**config.mk**
```make
export PLATFORM = sky130hd
export DESIGN_NAME = gregorian_date_difference
export DESIGN_NICKNAME = d
export VERILOG_FILES = /design/src/rtl/gdd_pkg.sv /design/src/rtl/gdd_ucode_rom.sv /design/src/rtl/gdd_datapath.sv /design/src/rtl/gregorian_date_difference.sv
export SDC_FILE = /design/constraint.sdc
export NUM_CORES = 1
export LEC_CHECK = 0
export BUFFER_PORTS_ARGS = -buffer_cell sky130_fd_sc_hd__buf_2
export CORE_MARGIN = 5
export CORE_UTILIZATION = 40
export CTS_CLUSTER_SIZE = 8
export DETAILED_ROUTE_END_ITERATION = 8
export PLACE_DENSITY = 0.64
export SYNTH_ARGS = -nofsm -noshare
export SYNTH_HDL_FRONTEND = slang
export SYNTH_SLANG_ARGS = --single-unit
export TNS_END_PERCENT = 30
```
**constraint.sdc**
```tcl
create_clock -name clk -period 11.5 [get_ports clk]
set_input_delay 0 -clock clk [delete_from_list [all_inputs] [get_ports clk]]
set_output_delay 0 -clock clk [all_outputs]
set_load 0.02 [all_outputs]
```
**src/rtl/gdd_pkg.sv**
```systemverilog
`timescale 1ns / 1ps
// ----------------------------------------------------------------------------
// gdd_pkg
// Shared types, microcode encoding and calendar tables for the date difference
// sequencer.
// ----------------------------------------------------------------------------
package gdd_pkg;

  localparam int YEAR_W  = 14;
  localparam int MONTH_W = 4;
  localparam int DAY_W   = 5;
  localparam int COUNT_W = 22;
  localparam int ACC_W   = 24;   // signed difference of two day serials
  localparam int TERM_W  = 23;   // one unsigned serial term
  localparam int MUL_A_W = 15;
  localparam int MUL_K_W = 13;
  localparam int PROD_W  = MUL_A_W + MUL_K_W;
  localparam int QUOT_W  = 8;    // floor(year / 100) and friends stay below 256
  localparam int STEP_W  = 5;

  // address of the final control word
  localparam logic [STEP_W-1:0] STEP_FIN = 5'd16;

  // floor(x / 100) = (x * RECIP_100) >> RECIP_SHIFT for x below 2**15
  localparam logic [MUL_K_W-1:0] RECIP_100   = 13'd5243;
  localparam int                 RECIP_SHIFT = 19;
  localparam logic [MUL_K_W-1:0] DAYS_YEAR   = 13'd365;
  localparam logic [MUL_K_W-1:0] HUNDRED     = 13'd100;

  localparam logic [ACC_W-1:0] COUNT_MAX = 24'd4194303;

  // datapath operations
  localparam logic [2:0] OP_YQ     = 3'd0;  // t = year / 100
  localparam logic [2:0] OP_LEAP   = 3'd1;  // leap flag from year and t
  localparam logic [2:0] OP_MON    = 3'd2;  // check date, add day of year
  localparam logic [2:0] OP_Y365   = 3'd3;  // add 365*y + (y+3)/4
  localparam logic [2:0] OP_DIV100 = 3'd4;  // t = (y+99) / 100
  localparam logic [2:0] OP_DIV400 = 3'd5;  // t = (y+399) / 400
  localparam logic [2:0] OP_ACCT   = 3'd6;  // add t
  localparam logic [2:0] OP_FIN    = 3'd7;  // hand result to output stage

  // jump conditions
  localparam logic JC_NEXT = 1'b0;
  localparam logic JC_BAD  = 1'b1;

  localparam logic SEL_START = 1'b0;
  localparam logic SEL_END   = 1'b1;

  typedef struct packed {
    logic [2:0]        op;
    logic              sel;     // which date the step works on
    logic              neg;     // subtract instead of add
    logic              jc;
    logic [STEP_W-1:0] target;
  } uword_t;

  typedef struct packed {
    logic [YEAR_W-1:0]  year;
    logic [MONTH_W-1:0] month;
    logic [DAY_W-1:0]   day;
  } date_t;

  function automatic logic [DAY_W-1:0] month_len(input logic [MONTH_W-1:0] m,
                                                 input logic leap);
    logic [DAY_W-1:0] len;
    begin
      case (m)
        4'd2: len = leap ? 5'd29 : 5'd28;
        4'd4, 4'd6, 4'd9, 4'd11: len = 5'd30;
        4'd1, 4'd3, 4'd5, 4'd7, 4'd8, 4'd10, 4'd12: len = 5'd31;
        default: len = 5'd0;
      endcase
      return len;
    end
  endfunction

  function automatic logic [8:0] days_before(input logic [MONTH_W-1:0] m);
    logic [8:0] d;
    begin
      case (m)
        4'd1:  d = 9'd0;
        4'd2:  d = 9'd31;
        4'd3:  d = 9'd59;
        4'd4:  d = 9'd90;
        4'd5:  d = 9'd120;
        4'd6:  d = 9'd151;
        4'd7:  d = 9'd181;
        4'd8:  d = 9'd212;
        4'd9:  d = 9'd243;
        4'd10: d = 9'd273;
        4'd11: d = 9'd304;
        4'd12: d = 9'd334;
        default: d = 9'd0;
      endcase
      return d;
    end
  endfunction

endpackage

```
**src/rtl/gdd_ucode_rom.sv**
```systemverilog
`timescale 1ns / 1ps
// ----------------------------------------------------------------------------
// gdd_ucode_rom
// Microprogram for the date difference: serial(end) - serial(start).
// ----------------------------------------------------------------------------
module gdd_ucode_rom (
  input  logic [gdd_pkg::STEP_W-1:0] step,
  output gdd_pkg::uword_t            uword
);

  function automatic gdd_pkg::uword_t uw(input logic [2:0] op, input logic sel,
                                         input logic neg);
    gdd_pkg::uword_t w;
    begin
      w.op     = op;
      w.sel    = sel;
      w.neg    = neg;
      w.jc     = gdd_pkg::JC_NEXT;
      w.target = '0;
      return w;
    end
  endfunction

  always_comb begin
    unique case (step)
      // validity and day of year for both dates
      5'd0:  uword = uw(gdd_pkg::OP_YQ,     gdd_pkg::SEL_START, 1'b0);
      5'd1:  uword = uw(gdd_pkg::OP_LEAP,   gdd_pkg::SEL_START, 1'b0);
      5'd2:  uword = uw(gdd_pkg::OP_MON,    gdd_pkg::SEL_START, 1'b1);
      5'd3:  uword = uw(gdd_pkg::OP_YQ,     gdd_pkg::SEL_END,   1'b0);
      5'd4:  uword = uw(gdd_pkg::OP_LEAP,   gdd_pkg::SEL_END,   1'b0);
      5'd5:  uword = uw(gdd_pkg::OP_MON,    gdd_pkg::SEL_END,   1'b0);
      // year part of start serial, skip everything on a bad date
      5'd6: begin
        uword        = uw(gdd_pkg::OP_Y365, gdd_pkg::SEL_START, 1'b1);
        uword.jc     = gdd_pkg::JC_BAD;
        uword.target = gdd_pkg::STEP_FIN;
      end
      5'd7:  uword = uw(gdd_pkg::OP_DIV100, gdd_pkg::SEL_START, 1'b0);
      5'd8:  uword = uw(gdd_pkg::OP_ACCT,   gdd_pkg::SEL_START, 1'b0);
      5'd9:  uword = uw(gdd_pkg::OP_DIV400, gdd_pkg::SEL_START, 1'b0);
      5'd10: uword = uw(gdd_pkg::OP_ACCT,   gdd_pkg::SEL_START, 1'b1);
      // year part of end serial
      5'd11: uword = uw(gdd_pkg::OP_Y365,   gdd_pkg::SEL_END,   1'b0);
      5'd12: uword = uw(gdd_pkg::OP_DIV100, gdd_pkg::SEL_END,   1'b0);
      5'd13: uword = uw(gdd_pkg::OP_ACCT,   gdd_pkg::SEL_END,   1'b1);
      5'd14: uword = uw(gdd_pkg::OP_DIV400, gdd_pkg::SEL_END,   1'b0);
      5'd15: uword = uw(gdd_pkg::OP_ACCT,   gdd_pkg::SEL_END,   1'b0);
      default: uword = uw(gdd_pkg::OP_FIN,  gdd_pkg::SEL_START, 1'b0);
    endcase
  end

endmodule

```
**src/rtl/gdd_datapath.sv**
```systemverilog
`timescale 1ns / 1ps
// ----------------------------------------------------------------------------
// gdd_datapath
// Accumulator, one shared constant multiplier and date checks, driven by the
// control word of the current step.
// ----------------------------------------------------------------------------
module gdd_datapath (
  input  logic                          clk,
  input  logic                          init,      // new item captured
  input  logic                          exec,      // execute uword this cycle
  input  gdd_pkg::uword_t               uword,
  input  gdd_pkg::date_t                start_date,
  input  gdd_pkg::date_t                end_date,
  input  logic                          include_end_day,
  output logic                          bad,
  output logic [gdd_pkg::COUNT_W-1:0]   count
);

  logic signed [gdd_pkg::ACC_W-1:0]  acc_r, acc_nxt;
  logic [gdd_pkg::QUOT_W-1:0]        t_r, t_nxt;
  logic                              leap_r, leap_nxt;
  logic                              bad_r, bad_nxt;

  gdd_pkg::date_t                    cur;
  logic [gdd_pkg::MUL_A_W-1:0]       mul_a;
  logic [gdd_pkg::MUL_K_W-1:0]       mul_k;
  logic [gdd_pkg::PROD_W-1:0]        prod;
  logic [gdd_pkg::MUL_A_W-1:0]       y_plus_99;
  logic [gdd_pkg::MUL_A_W-1:0]       y_plus_399;
  logic [gdd_pkg::TERM_W-1:0]        term;
  logic                              add_en;
  logic                              date_ok;
  logic [gdd_pkg::DAY_W-1:0]         len;
  logic [gdd_pkg::ACC_W-1:0]         pos_diff;
  logic [gdd_pkg::ACC_W-1:0]         sum;

  assign cur        = uword.sel ? end_date : start_date;
  assign y_plus_99  = {1'b0, cur.year} + 15'd99;
  assign y_plus_399 = {1'b0, cur.year} + 15'd399;

  // shared multiplier operand select
  always_comb begin
    mul_a = '0;
    mul_k = '0;
    case (uword.op)
      gdd_pkg::OP_YQ: begin
        mul_a = {1'b0, cur.year};
        mul_k = gdd_pkg::RECIP_100;
      end
      gdd_pkg::OP_LEAP: begin
        mul_a = {{(gdd_pkg::MUL_A_W-gdd_pkg::QUOT_W){1'b0}}, t_r};
        mul_k = gdd_pkg::HUNDRED;
      end
      gdd_pkg::OP_Y365: begin
        mul_a = {1'b0, cur.year};
        mul_k = gdd_pkg::DAYS_YEAR;
      end
      gdd_pkg::OP_DIV100: begin
        mul_a = y_plus_99;
        mul_k = gdd_pkg::RECIP_100;
      end
      gdd_pkg::OP_DIV400: begin
        mul_a = {2'b00, y_plus_399[gdd_pkg::MUL_A_W-1:2]};
        mul_k = gdd_pkg::RECIP_100;
      end
      default: begin
        mul_a = '0;
        mul_k = '0;
      end
    endcase
  end

  assign prod = gdd_pkg::PROD_W'(mul_a) * gdd_pkg::PROD_W'(mul_k);

  assign len     = gdd_pkg::month_len(cur.month, leap_r);
  assign date_ok = (cur.day != '0) && (cur.day <= len);

  always_comb begin
    acc_nxt  = acc_r;
    t_nxt    = t_r;
    leap_nxt = leap_r;
    bad_nxt  = bad_r;
    term     = '0;
    add_en   = 1'b0;
    case (uword.op)
      gdd_pkg::OP_YQ, gdd_pkg::OP_DIV100, gdd_pkg::OP_DIV400: begin
        t_nxt = prod[gdd_pkg::RECIP_SHIFT +: gdd_pkg::QUOT_W];
      end
      gdd_pkg::OP_LEAP: begin
        // divisible by 4, and either not by 100 or its hundreds by 4
        leap_nxt = (cur.year[1:0] == 2'b00) &&
                   ((cur.year != prod[gdd_pkg::YEAR_W-1:0]) || (t_r[1:0] == 2'b00));
      end
      gdd_pkg::OP_MON: begin
        bad_nxt = bad_r | ~date_ok;
        term    = gdd_pkg::TERM_W'(gdd_pkg::days_before(cur.month))
                + gdd_pkg::TERM_W'(leap_r && (cur.month > 4'd2))
                + gdd_pkg::TERM_W'(cur.day) - 23'd1;
        add_en  = 1'b1;
      end
      gdd_pkg::OP_Y365: begin
        term   = prod[gdd_pkg::TERM_W-1:0]
               + gdd_pkg::TERM_W'(y_plus_99[gdd_pkg::MUL_A_W-1:0] - 15'd96 >> 2);
        add_en = 1'b1;
      end
      gdd_pkg::OP_ACCT: begin
        term   = gdd_pkg::TERM_W'(t_r);
        add_en = 1'b1;
      end
      default: begin
        term   = '0;
        add_en = 1'b0;
      end
    endcase
    if (add_en) begin
      if (uword.neg) begin
        acc_nxt = acc_r - $signed({1'b0, term});
      end else begin
        acc_nxt = acc_r + $signed({1'b0, term});
      end
    end
  end

  always_ff @(posedge clk) begin
    if (init) begin
      acc_r  <= '0;
      bad_r  <= 1'b0;
      leap_r <= 1'b0;
      t_r    <= '0;
    end else if (exec) begin
      acc_r  <= acc_nxt;
      bad_r  <= bad_nxt;
      leap_r <= leap_nxt;
      t_r    <= t_nxt;
    end
  end

  // clamp negative difference, add flag, saturate; zero count on a bad date
  assign pos_diff = (acc_r > 0) ? acc_r : '0;
  assign sum      = pos_diff + gdd_pkg::ACC_W'(include_end_day);

  always_comb begin
    if (bad_r) begin
      count = '0;
    end else if (sum > gdd_pkg::COUNT_MAX) begin
      count = gdd_pkg::COUNT_MAX[gdd_pkg::COUNT_W-1:0];
    end else begin
      count = sum[gdd_pkg::COUNT_W-1:0];
    end
  end

  assign bad = bad_r;

endmodule

```
**src/rtl/gregorian_date_difference.sv**
```systemverilog
`timescale 1ns / 1ps
// ----------------------------------------------------------------------------
// gregorian_date_difference
// Days from a start date to an end date in the proleptic Gregorian calendar.
// ----------------------------------------------------------------------------
// usage:
//   input channel in_*: two dates (year, month, day) and include_end_day.
//   a transfer happens when in_valid is high and in_stall is low.
//   result channel out_*: day_count and invalid_date, one result per item.
//   day_count is end serial minus start serial, clamped at 0, plus one when
//   include_end_day is set, saturated at 4194303.
//   invalid_date is set (day_count 0) on a month outside 1..12 or a day of 0
//   or past the end of its month, leap years by the 400/100/4 rule.
// sequencing:
//   a microcoded sequencer runs 17 control steps per item on one shared
//   constant multiplier; the result shows on out_valid after the final step
//   and in_stall stays high until then, so a new item is not taken before
//   the last one has moved into the output register.
//   an invalid date jumps from the seventh step to the final one.
// reset: rst_n low clears the sequencer and empties the output register.
// stall: the output register holds its result while out_stall is high; a new
//   item may be taken meanwhile, its final step waits for the register.
// ----------------------------------------------------------------------------
module gregorian_date_difference (
  input  logic        clk,
  input  logic        rst_n,
  // input channel
  input  logic        in_valid,
  output logic        in_stall,
  input  logic [13:0] in_start_year,
  input  logic [3:0]  in_start_month,
  input  logic [4:0]  in_start_day,
  input  logic [13:0] in_end_year,
  input  logic [3:0]  in_end_month,
  input  logic [4:0]  in_end_day,
  input  logic        in_include_end_day,
  // result channel
  output logic        out_valid,
  input  logic        out_stall,
  output logic [21:0] out_day_count,
  output logic        out_invalid_date
);

  // sequencer state
  logic                           busy_r, busy_nxt;
  logic [gdd_pkg::STEP_W-1:0]     step_r, step_nxt;
  gdd_pkg::uword_t                uword;

  // captured item
  gdd_pkg::date_t                 start_r, end_r;
  logic                           inc_r;

  // output register
  logic                           out_valid_r, out_valid_nxt;
  logic [gdd_pkg::COUNT_W-1:0]    out_day_count_r;
  logic                           out_invalid_date_r;

  logic                           in_xfer;
  logic                           out_xfer;
  logic                           fin_go;
  logic                           dp_bad;
  logic [gdd_pkg::COUNT_W-1:0]    dp_count;

  assign in_stall = busy_r;
  assign in_xfer  = in_valid & ~busy_r;
  assign out_xfer = out_valid_r & ~out_stall;

  // final step fires once the output register is free or being emptied
  assign fin_go = busy_r && (uword.op == gdd_pkg::OP_FIN) && (!out_valid_r || !out_stall);

  gdd_ucode_rom u_rom (
    .step  (step_r),
    .uword (uword)
  );

  gdd_datapath u_dp (
    .clk             (clk),
    .init            (in_xfer),
    .exec            (busy_r),
    .uword           (uword),
    .start_date      (start_r),
    .end_date        (end_r),
    .include_end_day (inc_r),
    .bad             (dp_bad),
    .count           (dp_count)
  );

  // step counter with conditional jump
  always_comb begin
    busy_nxt = busy_r;
    step_nxt = step_r;
    if (in_xfer) begin
      busy_nxt = 1'b1;
      step_nxt = '0;
    end else if (busy_r) begin
      if (uword.op == gdd_pkg::OP_FIN) begin
        if (fin_go) begin
          busy_nxt = 1'b0;
        end
      end else if (uword.jc == gdd_pkg::JC_BAD && dp_bad) begin
        step_nxt = uword.target;
      end else begin
        step_nxt = step_r + 5'd1;
      end
    end
  end

  always_comb begin
    out_valid_nxt = out_valid_r;
    if (fin_go) begin
      out_valid_nxt = 1'b1;
    end else if (out_xfer) begin
      out_valid_nxt = 1'b0;
    end
  end

  always_ff @(posedge clk) begin
    if (!rst_n) begin
      busy_r      <= 1'b0;
      step_r      <= '0;
      out_valid_r <= 1'b0;
    end else begin
      busy_r      <= busy_nxt;
      step_r      <= step_nxt;
      out_valid_r <= out_valid_nxt;
    end
  end

  // payload registers
  always_ff @(posedge clk) begin
    if (in_xfer) begin
      start_r.year  <= in_start_year;
      start_r.month <= in_start_month;
      start_r.day   <= in_start_day;
      end_r.year    <= in_end_year;
      end_r.month   <= in_end_month;
      end_r.day     <= in_end_day;
      inc_r         <= in_include_end_day;
    end
    if (fin_go) begin
      out_day_count_r    <= dp_count;
      out_invalid_date_r <= dp_bad;
    end
  end

  assign out_valid        = out_valid_r;
  assign out_day_count    = out_day_count_r;
  assign out_invalid_date = out_invalid_date_r;

  // an accepted item starts the program at its first step
  a_start: assert property (@(posedge clk) disable iff (!rst_n)
    in_xfer |=> (busy_r && step_r == '0))
    else $error("sequencer did not start on input transfer");

  // step counter never runs past the final step
  a_step_range: assert property (@(posedge clk) disable iff (!rst_n)
    busy_r |-> (step_r <= gdd_pkg::STEP_FIN))
    else $error("step counter out of range");

  // a new result only comes from a running sequencer
  a_out_src: assert property (@(posedge clk) disable iff (!rst_n)
    $rose(out_valid_r) |-> $past(busy_r))
    else $error("result appeared without an item in work");

  // an invalid date always reports a zero count
  a_bad_zero: assert property (@(posedge clk) disable iff (!rst_n)
    (out_valid_r && out_invalid_date_r) |-> (out_day_count_r == '0))
    else $error("invalid date with nonzero count");

endmodule

```
==> impl_metrics.prom, run 1 <==
# TYPE chip_impl_metric gauge
chip_impl_metric{name="peak_fanout_along_the_critical_path",unit=""} 15
chip_impl_metric{name="synth.yosys.warnings",unit=""} 0
chip_impl_metric{name="synth_area_in_xor_xnor",unit="%"} 8.41
chip_impl_metric{name="ys_seq_elements",unit=""} 117
chip_impl_metric{name="fraction_of_final_layout_cells_with_drive_strength_greater_than_1",unit="%"} 11.3
chip_impl_metric{name="clk_pin_slew_worst_paths",unit="ns"} 0.06
chip_impl_metric{name="place_inst",unit=""} 2278
chip_impl_metric{name="ff_latch_area",unit="um^2"} 3040
chip_impl_metric{name="max_freq",unit="MHz"} 93.6
chip_impl_metric{name="globalRoute.totalOverflow",unit=""} 0
chip_impl_metric{name="die_area",unit="um^2"} 40900
chip_impl_metric{name="simple_gate_portion_of_the_synthesized_area",unit="%"} 16.2
chip_impl_metric{name="route.detailed.vias_per_inst",unit=""} 5.31
chip_impl_metric{name="wire_length_per_cell",unit="um"} 16.3
chip_impl_metric{name="multi_input_combinational_cell_area",unit="um^2"} 10800
chip_impl_info{name="tritoncts",value="done"} 1
chip_impl_metric{name="setup.reg_to_reg.worst_slack",unit="ns"} 0.82
chip_impl_metric{name="timing.critical_path.required",unit="ns"} 11.78
chip_impl_metric{name="cts_max_level",unit=""} 4
chip_impl_info{name="worst_setup_path_startpoint",value="step_r[4]"} 1
chip_impl_metric{name="cts-buffers-inserted",unit=""} 17
chip_impl_metric{name="firstDrtPassIters",unit=""} 5
chip_impl_metric{name="worstMarginPinSlew",unit="ns"} 1.02
chip_impl_metric{name="wire_length_of_the_first_global_routing_pass",unit="um"} 63500
chip_impl_metric{name="die-height",unit="um"} 202
chip_impl_metric{name="timing.critical_path.slowest_cell_delay",unit="ns"} 0.56
chip_impl_metric{name="max_cap_violations",unit=""} 0
chip_impl_metric{name="post-route-drc-count",unit=""} 0
chip_impl_metric{name="period_share",unit="%"} 92.9
chip_impl_metric{name="synthMuxAreaShare",unit="%"} 2.20
chip_impl_metric{name="finalSetupTns",unit="ns"} 0
chip_impl_info{name="dominant_register_cell_in_the_synthesized_netlist",value="edfxtp_1"} 1
chip_impl_info{name="timing.critical_path.to_type",value="flip-flop"} 1
chip_impl_metric{name="area_delta_synth_final",unit="%"} 16.6
chip_impl_metric{name="via_count",unit=""} 12564
chip_impl_metric{name="synth_cells",unit=""} 1730
chip_impl_metric{name="number_of_hold_violations_in_the_final_report",unit=""} 0
chip_impl_metric{name="timing.max_slew.rel_slack",unit="%"} 31.6
chip_impl_metric{name="detail_route.wirelength",unit="um"} 38600
chip_impl_metric{name="worst_skew_pair.late_latency",unit="ns"} 0.44
chip_impl_info{name="regToRegEndpoint",value="u_dp.acc_r[23]"} 1
chip_impl_metric{name="initial_antenna_violation_count",unit=""} 0
chip_impl_metric{name="core.rowCount",unit=""} 70
chip_impl_metric{name="clk_path_buf_depth",unit=""} 2
chip_impl_info{name="cpMaxStageDelayCell",value="fa_1"} 1
chip_impl_metric{name="async_flop_share",unit="%"} 0
chip_impl_metric{name="drtAntennaViolNets",unit=""} 0
chip_impl_metric{name="n_fill_cell",unit=""} 3440
chip_impl_metric{name="drv_slew",unit=""} 0
chip_impl_metric{name="drt_initial_violations",unit=""} 718
chip_impl_metric{name="fin_nets",unit=""} 2217
chip_impl_metric{name="core_area",unit="um^2"} 36500
chip_impl_metric{name="fin_worst_skew",unit="ns"} 0.0105
chip_impl_metric{name="synth.avg_cell_area",unit="um^2"} 8.55
chip_impl_info{name="clockRootBuffer",value="clkbuf_16"} 1
chip_impl_metric{name="portBuffers",unit=""} 75
chip_impl_metric{name="first_global_vias",unit=""} 12455
chip_impl_metric{name="largest_net_degree_at_the_start_of_global_routing",unit=""} 67
chip_impl_metric{name="final_cells",unit=""} 2364
chip_impl_info{name="regToRegStartpoint",value="step_r[4]"} 1
chip_impl_metric{name="timing.critical_path.arrival",unit="ns"} 10.96
chip_impl_metric{name="ports",unit=""} 76
chip_impl_info{name="worst_hold_path_type",value="in -> reg"} 1
chip_impl_metric{name="synthAdderAreaFrac",unit="%"} 29.1
chip_impl_info{name="synth_top_family_by_area",value="adder cells"} 1
chip_impl_metric{name="dp_hpwl",unit="um"} 31500
chip_impl_metric{name="synth-seq-area-share",unit="%"} 20.6
chip_impl_info{name="timing_worst_setup_path_type",value="reg -> reg"} 1
chip_impl_metric{name="grtUsageTotal",unit="%"} 19.0
chip_impl_info{name="critical_path.startpoint_type",value="flip-flop"} 1
chip_impl_metric{name="cts.sinks",unit=""} 117
chip_impl_metric{name="synth-compound-area-share",unit="%"} 16.2
chip_impl_metric{name="die_x",unit="um"} 202
chip_impl_metric{name="final-setup-viol-count",unit=""} 0
chip_impl_metric{name="synth_enable_flop_cells",unit=""} 70
chip_impl_metric{name="timing.reg2reg.worst_path_depth",unit=""} 45
chip_impl_metric{name="initial_util",unit="%"} 40.5
chip_impl_info{name="worstSetupEndpoint",value="u_dp.acc_r[23]"} 1
chip_impl_metric{name="post_synth_instance_area",unit="um^2"} 14800
chip_impl_metric{name="synthDistinctLibCells",unit=""} 82
chip_impl_metric{name="finalWeightedCongestion",unit=""} 0.922
chip_impl_metric{name="number_of_antenna_cells_inserted",unit=""} 0
chip_impl_info{name="outcome",value="finished clean"} 1
chip_impl_metric{name="final_period_minus_worst_setup_slack",unit="ns"} 10.68
synthesized netlist by cell type (8+ instances only):
library cell,n,share of area [%]
a31oi_1,22,0.93
ha_1,182,15
a211oi_1,22,1.1
nor4_1,15,0.63
clkbuf_1,38,0.96
a21o_1,23,1.2
nand2_1,145,3.7
dfxtp_1,47,6.4
nor2b_1,12,0.51
fa_1,101,14
nor2_1,131,3.3
and3_1,17,0.72
xor2_1,57,3.4
nor3_1,27,0.91
and2_1,10,0.42
nand4_1,9,0.38
o211ai_1,10,0.51
o31ai_1,8,0.41
nand3_1,53,1.8
edfxtp_1,70,14
or3_1,10,0.42
o21ai_0,58,2.0
mux2i_1,28,1.9
o21a_1,20,1.0
nand2b_1,26,1.1
o21bai_1,12,0.61
a21oi_1,129,4.4
inv_1,238,6.0
xnor2_1,85,5.0
how the worst min path moves through the flow:
stage | start | end | cells past startpoint
3_3_place_gp | in_start_year[12] | start_r[21] | 1
5_1_grt | in_start_year[2] | start_r[11] | 2
6_report | in_start_year[2] | start_r[11] | 2
3_5_place_dp | in_end_year[12] | end_r[21] | 1
2_1_floorplan | in_end_day[0] | end_r[0] | 0
4_1_cts | in_start_year[13] | start_r[22] | 2
final cells by class:
| cell class | instances | share of cell area, % |
|---|---|---|
| multi-input cells | 1331 | 62.8 |
| flip-flops and latches | 117 | 17.6 |
| repair buffers | 177 | 7.42 |
| inverters | 239 | 5.20 |
| well taps | 468 | 3.40 |
| clock buffers | 17 | 2.47 |
| clock inverters | 15 | 1.02 |
kinds of logic after synthesis:
| logic type | count (synthesis) |
|---|---|
| DFF | 117 |
| buffers and inverters | 285 |
| xor gates and xnor gates | 142 |
| muxes | 32 |
| AOI/OAI and AO/OA | 375 |
| adders and majority gates | 283 |
| other | 2 |
| and+or+nand+nor | 494 |
layout by cell type, fill, tap and decap left out, types with 53 or more instances in the layout:
cell      instances
inv_1           237
ha_1            179
nand2_1         145
nor2_1          128
a21oi_1         123
fa_1            101
xnor2_1          81
buf_2            75
edfxtp_1         70
xor2_1           57
o21ai_0          56
nand3_1          53
flip-flops by register name, summed over array words and instances, names as in the netlist, named ones only:
register,flops
u_dp.leap_r,1
u_dp.bad,1
out_valid,1
inc_r,1
start_r,23
out_day_count,22
step_r,5
end_r,23
in_stall,1
u_dp.acc_r,24
out_invalid_date,1
u_dp.t_r,8
stage by stage:
step / hold WS, ns / utilization (%) / setup slack (ns) / cell area, um^2
2_1_floorplan: 0.0989 / - / 0.225 / 14800
3_3_place_gp: 0.176 / 43.6 / 0.235 / 15900
3_5_place_dp: 0.178 / 43.6 / -0.0457 / 15900
4_1_cts: 0.257 / 46.7 / 0.0651 / 17100
5_1_grt: 0.269 / 47.2 / -0.0212 / 17200
6_report: 0.274 / 47.2 / 0.821 / 17200
layer usage:
metal,global-route usage [%],wire length [um]
met3,2.98,2120
met5,0,0
met2,31.7,17800
met1,25.1,17300
met4,6.96,1350
worst max-delay path, delay by kind of cell, from the launching register on:
kind / cells / cell delay (ns)
compound gates: 16 / 3.50
simple gates: 9 / 1.75
fa+ha+maj: 8 / 3.60
mux: 1 / 0.12
flops: 1 / 0.34
buf+inv: 7 / 0.69
xor+xnor: 4 / 0.52
timing repair:
| item | 4_1_cts | 5_1_grt |
|---|---|---|
| endpoints found under the setup margin | 1 | 5 |
| hold buffers | 52 | 0 |
| setup buffers | 0 | 2 |
| pin swaps | 0 | 2 |
| resized for setup | 1 | 37 |
| endpoints found under the hold margin | 52 | 0 |
Power of run 1 is not shown: default switching activity piles up to over one toggle a cycle in this logic, so the estimate is an artifact.
==> inputs of run 2 (changes only) <==
--- a/config.mk
+++ b/config.mk
@@ -6,7 +6,7 @@
 export NUM_CORES = 1
 export LEC_CHECK = 0
 export BUFFER_PORTS_ARGS = -buffer_cell sky130_fd_sc_hd__buf_2
-export CORE_MARGIN = 5
+export CORE_MARGIN = 4
 export CORE_UTILIZATION = 40
 export CTS_CLUSTER_SIZE = 8
 export DETAILED_ROUTE_END_ITERATION = 8
==> impl_metrics.prom, run 2 (synthesized netlist as in run 1, its figures left out) <==
# TYPE chip_impl_metric gauge
chip_impl_info{name="largest_register",value="u_dp.acc_r"} 1
chip_impl_metric{name="drv_slew",unit=""} 0
chip_impl_metric{name="die_area",unit="um^2"} 40100
chip_impl_metric{name="drtAntennaViolNets",unit=""} 0
chip_impl_info{name="layout.cells.most_common_list",value="inv_1, ha_1, nand2_1"} 1
chip_impl_metric{name="timing.critical_path.arrival",unit="ns"} 11.16
chip_impl_metric{name="worst_skew_pair.late_latency",unit="ns"} 0.44
chip_impl_metric{name="final_design_area_no_fill",unit="um^2"} 17200
chip_impl_metric{name="cts_max_level",unit=""} 4
chip_impl_metric{name="post-route-util",unit="%"} 47.2
chip_impl_metric{name="timing.critical_path.required",unit="ns"} 11.78
chip_impl_metric{name="core_area",unit="um^2"} 36500
chip_impl_metric{name="final_period_minus_worst_setup_slack",unit="ns"} 10.88
chip_impl_metric{name="max_cap_violations",unit=""} 0
chip_impl_metric{name="die_x",unit="um"} 200
chip_impl_metric{name="postPlaceCellArea",unit="um^2"} 15900
chip_impl_metric{name="via_count",unit=""} 12680
chip_impl_metric{name="peak_fanout_along_the_critical_path",unit=""} 7
chip_impl_metric{name="initial_antenna_violation_count",unit=""} 0
chip_impl_metric{name="cts-buffers-inserted",unit=""} 17
chip_impl_metric{name="area_delta_synth_final",unit="%"} 16.5
chip_impl_metric{name="firstDrtPassIters",unit=""} 5
chip_impl_info{name="biggestRegsByFlops",value="u_dp.acc_r (24), end_r (23), start_r (23)"} 1
chip_impl_metric{name="worstPathBufferInverterCount",unit=""} 5
chip_impl_metric{name="ports",unit=""} 76
chip_impl_info{name="tritoncts",value="done"} 1
chip_impl_metric{name="detail_route.wirelength",unit="um"} 39000
chip_impl_metric{name="largest_register_ffs",unit=""} 24
chip_impl_metric{name="portBuffers",unit=""} 75
chip_impl_info{name="outcome",value="finished clean"} 1
chip_impl_metric{name="initial_util",unit="%"} 40.5
chip_impl_info{name="timing.critical_path.to_type",value="flip-flop"} 1
chip_impl_metric{name="timing.critical_path.slowest_cell_delay",unit="ns"} 0.54
chip_impl_metric{name="core.rowCount",unit=""} 70
chip_impl_info{name="worst_hold_path_type",value="in -> reg"} 1
chip_impl_metric{name="period_share",unit="%"} 94.6
chip_impl_info{name="clockRootBuffer",value="clkbuf_16"} 1
chip_impl_metric{name="finalWeightedCongestion",unit=""} 0.947
chip_impl_metric{name="final_cells",unit=""} 2367
chip_impl_metric{name="fraction_of_final_layout_cells_with_drive_strength_greater_than_1",unit="%"} 11.2
chip_impl_metric{name="clk_pin_slew_worst_paths",unit="ns"} 0.07
chip_impl_info{name="timing_worst_setup_path_type",value="reg -> reg"} 1
chip_impl_metric{name="fin_worst_skew",unit="ns"} 0.0185
chip_impl_info{name="cpMaxStageDelayCell",value="fa_1"} 1
chip_impl_metric{name="first_global_vias",unit=""} 12652
chip_impl_info{name="layout.cells.most_common",value="inv_1"} 1
chip_impl_metric{name="worstMarginPinSlew",unit="ns"} 1.04
chip_impl_metric{name="place_inst",unit=""} 2280
chip_impl_metric{name="die-height",unit="um"} 200
chip_impl_metric{name="number_of_hold_violations_in_the_final_report",unit=""} 0
chip_impl_metric{name="route.detailed.vias_per_inst",unit=""} 5.36
chip_impl_metric{name="max_freq",unit="MHz"} 91.9
chip_impl_metric{name="drt_initial_violations",unit=""} 828
chip_impl_metric{name="post-route-drc-count",unit=""} 0
chip_impl_metric{name="clk_path_buf_depth",unit=""} 2
chip_impl_metric{name="dp_hpwl",unit="um"} 31600
chip_impl_metric{name="wire_length_of_the_first_global_routing_pass",unit="um"} 64500
chip_impl_metric{name="timing.max_slew.rel_slack",unit="%"} 30.7
chip_impl_metric{name="largest_net_degree_at_the_start_of_global_routing",unit=""} 48
chip_impl_metric{name="fin_nets",unit=""} 2220
chip_impl_metric{name="number_of_antenna_cells_inserted",unit=""} 0
chip_impl_metric{name="cts.sinks",unit=""} 117
chip_impl_info{name="cpLargestDelayFamily",value="adder cells"} 1
chip_impl_metric{name="grtUsageTotal",unit="%"} 19.5
chip_impl_info{name="critical_path.startpoint_type",value="flip-flop"} 1
chip_impl_metric{name="final-setup-viol-count",unit=""} 0
chip_impl_metric{name="wire_length_per_cell",unit="um"} 16.5
chip_impl_metric{name="globalRoute.totalOverflow",unit=""} 0
run 2: layer usage:
layer	GRT usage (%)	wire length, um
met4	7.15	1420
met2	32.6	18000
met5	0	0
met3	3.22	1850
met1	25.7	17700
run 2: worst register-to-register path, delay by kind of cell (launching register included):
family	cells	cell delay, ns
flip-flops	1	0.31
adder cells (fa/ha/maj)	9	3.90
XOR/XNOR	4	0.58
multiplexers	1	0.17
AO/OA/AOI/OAI	16	3.45
AND/OR/NAND/NOR	10	1.99
buffers and inverters	5	0.32
run 2: final timing paths:
kind / from / cells past startpoint / slack, ns / endpoint
setup / recovery: step_r[4] / 45 / 0.62 / u_dp.acc_r[23]
hold / removal: in_start_year[11] / 2 / 0.26 / start_r[20]
setup reg to reg: step_r[4] / 45 / 0.62 / u_dp.acc_r[23]
hold reg to reg: out_valid / 2 / 0.50 / out_valid
run 2: metrics by stage:
stage	hold WS [ns]	TNS [ns]	worst slack [ns]
floorplan	0.0989	0	0.225
global placement	0.177	0	0.266
detailed placement	0.178	-0.0421	-0.0421
CTS	0.249	0	0.119
global route	0.272	-0.0885	-0.0885
finish	0.259	0	0.618
run 2: final cells by class:
class / instances / area [um^2]
Tap cell: 468 / 586
Timing Repair Buffer: 180 / 1300
Sequential cell: 117 / 3040
Inverter: 239 / 897
Fill cell: 3466 / 19300
Multi-Input combinational cell: 1331 / 10800
Clock buffer: 17 / 425
Clock inverter: 15 / 169
run 2: what timing repair did:
| item | 4_1_cts | 5_1_grt |
|---|---|---|
| hold endpoints to repair | 52 | 0 |
| setup endpoints to repair | 1 | 4 |
| resized for setup | 1 | 31 |
| buffers inserted | 0 | 4 |
| pin swaps | 0 | 3 |
| hold buffers | 51 | 0 |
Power of run 2 is left out for the same reason.
==> inputs of run 3 (changes only) <==
--- a/config.mk
+++ b/config.mk
@@ -11,6 +11,7 @@
 export CTS_CLUSTER_SIZE = 8
 export DETAILED_ROUTE_END_ITERATION = 8
 export PLACE_DENSITY = 0.64
+export RECOVER_POWER = 100
 export SYNTH_ARGS = -nofsm -noshare
 export SYNTH_HDL_FRONTEND = slang
 export SYNTH_SLANG_ARGS = --single-unit
==> impl_metrics.prom, run 3 (synthesized netlist as in run 1, its figures left out) <==
# TYPE chip_impl_metric gauge
chip_impl_info{name="cpMaxStageDelayCell",value="fa_1"} 1
chip_impl_metric{name="largest_net_degree_at_the_start_of_global_routing",unit=""} 48
chip_impl_info{name="failed_checks",value="capacitance limit, slew limit"} 1
chip_impl_metric{name="wire_length_of_the_first_global_routing_pass",unit="um"} 64500
chip_impl_metric{name="final-setup-viol-count",unit=""} 0
chip_impl_metric{name="peak_fanout_along_the_critical_path",unit=""} 7
chip_impl_metric{name="timing.max_slew.rel_slack",unit="%"} -70.9
chip_impl_metric{name="initial_util",unit="%"} 40.5
chip_impl_metric{name="core_area",unit="um^2"} 36500
chip_impl_info{name="timing_worst_setup_path_type",value="reg -> reg"} 1
chip_impl_metric{name="post-route-drc-count",unit=""} 0
chip_impl_metric{name="worst_skew_pair.late_latency",unit="ns"} 0.44
chip_impl_metric{name="final.setup.worst_slack",unit="ns"} 0.621
chip_impl_metric{name="cts_max_level",unit=""} 4
chip_impl_info{name="biggestRegsByFlops",value="u_dp.acc_r (24), end_r (23), start_r (23)"} 1
chip_impl_info{name="cpLargestDelayFamily",value="adder cells"} 1
chip_impl_info{name="layout.cells.most_common",value="inv_1"} 1
chip_impl_metric{name="max_freq",unit="MHz"} 91.9
chip_impl_metric{name="worstPathBufferInverterCount",unit=""} 5
chip_impl_metric{name="core.rowCount",unit=""} 70
chip_impl_metric{name="wire_length_per_cell",unit="um"} 16.4
chip_impl_info{name="timing.critical_path.to_type",value="flip-flop"} 1
chip_impl_metric{name="globalRoute.totalOverflow",unit=""} 0
chip_impl_metric{name="clk_pin_slew_worst_paths",unit="ns"} 0.07
chip_impl_metric{name="final_design_area_no_fill",unit="um^2"} 17200
chip_impl_metric{name="first_global_vias",unit=""} 12652
chip_impl_metric{name="drt_initial_violations",unit=""} 802
chip_impl_metric{name="period_share",unit="%"} 94.6
chip_impl_metric{name="n_fill_cell",unit=""} 3495
chip_impl_metric{name="finalWeightedCongestion",unit=""} 0.947
chip_impl_metric{name="worstMarginPinSlew",unit="ns"} 2.56
chip_impl_metric{name="fin_nets",unit=""} 2220
chip_impl_metric{name="initial_antenna_violation_count",unit=""} 0
chip_impl_info{name="layout.cells.most_common_list",value="inv_1, ha_1, nand2_1"} 1
chip_impl_metric{name="postPlaceCellArea",unit="um^2"} 15900
chip_impl_metric{name="clk_path_buf_depth",unit=""} 2
chip_impl_metric{name="portBuffers",unit=""} 75
chip_impl_info{name="outcome",value="finished, violations left"} 1
chip_impl_metric{name="die-height",unit="um"} 200
chip_impl_info{name="worst_hold_path_type",value="in -> reg"} 1
chip_impl_metric{name="timing.critical_path.required",unit="ns"} 11.78
chip_impl_info{name="critical_path.startpoint_type",value="flip-flop"} 1
chip_impl_metric{name="grtUsageTotal",unit="%"} 19.5
chip_impl_metric{name="final_period_minus_worst_setup_slack",unit="ns"} 10.88
chip_impl_metric{name="max_cap_violations",unit=""} 1
chip_impl_metric{name="number_of_hold_violations_in_the_final_report",unit=""} 0
chip_impl_metric{name="via_count",unit=""} 12671
chip_impl_metric{name="minimum_setup_slack_after_placement",unit="ns"} -0.0421
chip_impl_metric{name="die_x",unit="um"} 200
chip_impl_metric{name="largest_register_ffs",unit=""} 24
chip_impl_metric{name="fin_worst_skew",unit="ns"} 0.0178
chip_impl_metric{name="route.detailed.vias_per_inst",unit=""} 5.35
chip_impl_metric{name="drtAntennaViolNets",unit=""} 0
chip_impl_metric{name="area_delta_synth_final",unit="%"} 16.1
chip_impl_metric{name="timing.critical_path.slowest_cell_delay",unit="ns"} 0.54
chip_impl_metric{name="cts.sinks",unit=""} 117
chip_impl_metric{name="cts-buffers-inserted",unit=""} 17
chip_impl_metric{name="fraction_of_final_layout_cells_with_drive_strength_greater_than_1",unit="%"} 9.48
chip_impl_metric{name="die_area",unit="um^2"} 40100
chip_impl_info{name="clockRootBuffer",value="clkbuf_16"} 1
chip_impl_metric{name="firstDrtPassIters",unit=""} 7
chip_impl_metric{name="dp_hpwl",unit="um"} 31600
chip_impl_metric{name="ports",unit=""} 76
chip_impl_metric{name="timing.critical_path.arrival",unit="ns"} 11.16
chip_impl_metric{name="number_of_antenna_cells_inserted",unit=""} 0
chip_impl_info{name="tritoncts",value="done"} 1
chip_impl_metric{name="hold_ws",unit="ns"} 0.261
chip_impl_info{name="largest_register",value="u_dp.acc_r"} 1
chip_impl_metric{name="detail_route.wirelength",unit="um"} 38900
chip_impl_metric{name="drv_slew",unit=""} 48
## run 3: changes by cell type in the layout (fill, tap and decap cells not counted), sizes merged
cell and delta:
clkbuf +31, buf -31
## run 3: worst reg2reg max path: cells and delay by family (launching register included)
family | cells | cell delay (ns)
adders and majority gates | 9 | 3.90
buffers and inverters | 5 | 0.32
AOI/OAI and AO/OA | 16 | 3.45
muxes | 1 | 0.17
and+or+nand+nor | 10 | 1.99
DFF | 1 | 0.31
xor gates and xnor gates | 4 | 0.58
## run 3: layout make-up
cell class	count	area [um^2]	area share [%]
clock buffers	17	425	2.48
clock inverters	15	169	0.984
inverters	239	897	5.22
multi-input cells	1331	10800	62.9
flip-flops and latches	117	3040	17.7
well taps	468	586	3.41
repair buffers	180	1250	7.26
## run 3: per-layer routing
metal | GRT usage, % | part of all wire, % | vias up
met5 | 0 | 0 | -
met4 | 7.15 | 3.6 | 0
met3 | 3.22 | 5.0 | 64
met2 | 32.6 | 46 | 334
met1 | 25.7 | 45 | 5992
li1 | - | - | 6281
## run 3: stage by stage
step / TNS, ns / std cells / utilization, %
5_1_grt: -0.0866 / 2367 / 47.0
3_5_place_dp: -0.0421 / 2280 / 43.7
2_1_floorplan: 0 / 1733 / -
6_report: 0 / 2367 / 47.0
3_3_place_gp: 0 / 2280 / 43.7
4_1_cts: 0 / 2363 / 46.7
## run 3: final timing paths
kind / start / to / slack [ns] / depth (start not counted)
worst max register to register: step_r[4] / u_dp.acc_r[23] / 0.62 / 45
worst min-delay path: in_start_year[11] / start_r[20] / 0.26 / 2
worst min register to register: out_valid / out_valid / 0.50 / 2
worst max-delay path: step_r[4] / u_dp.acc_r[23] / 0.62 / 45
## run 3: repair_timing
action / CTS / global route
cloned: 0 / 0
pin swaps: 0 / 3
hold buffers: 51 / 0
hold endpoints to repair: 52 / 0
buffers inserted: 0 / 4
setup endpoints to repair: 1 / 4
gates resized for setup: 1 / 31
Power of run 3 is left out for the same reason.
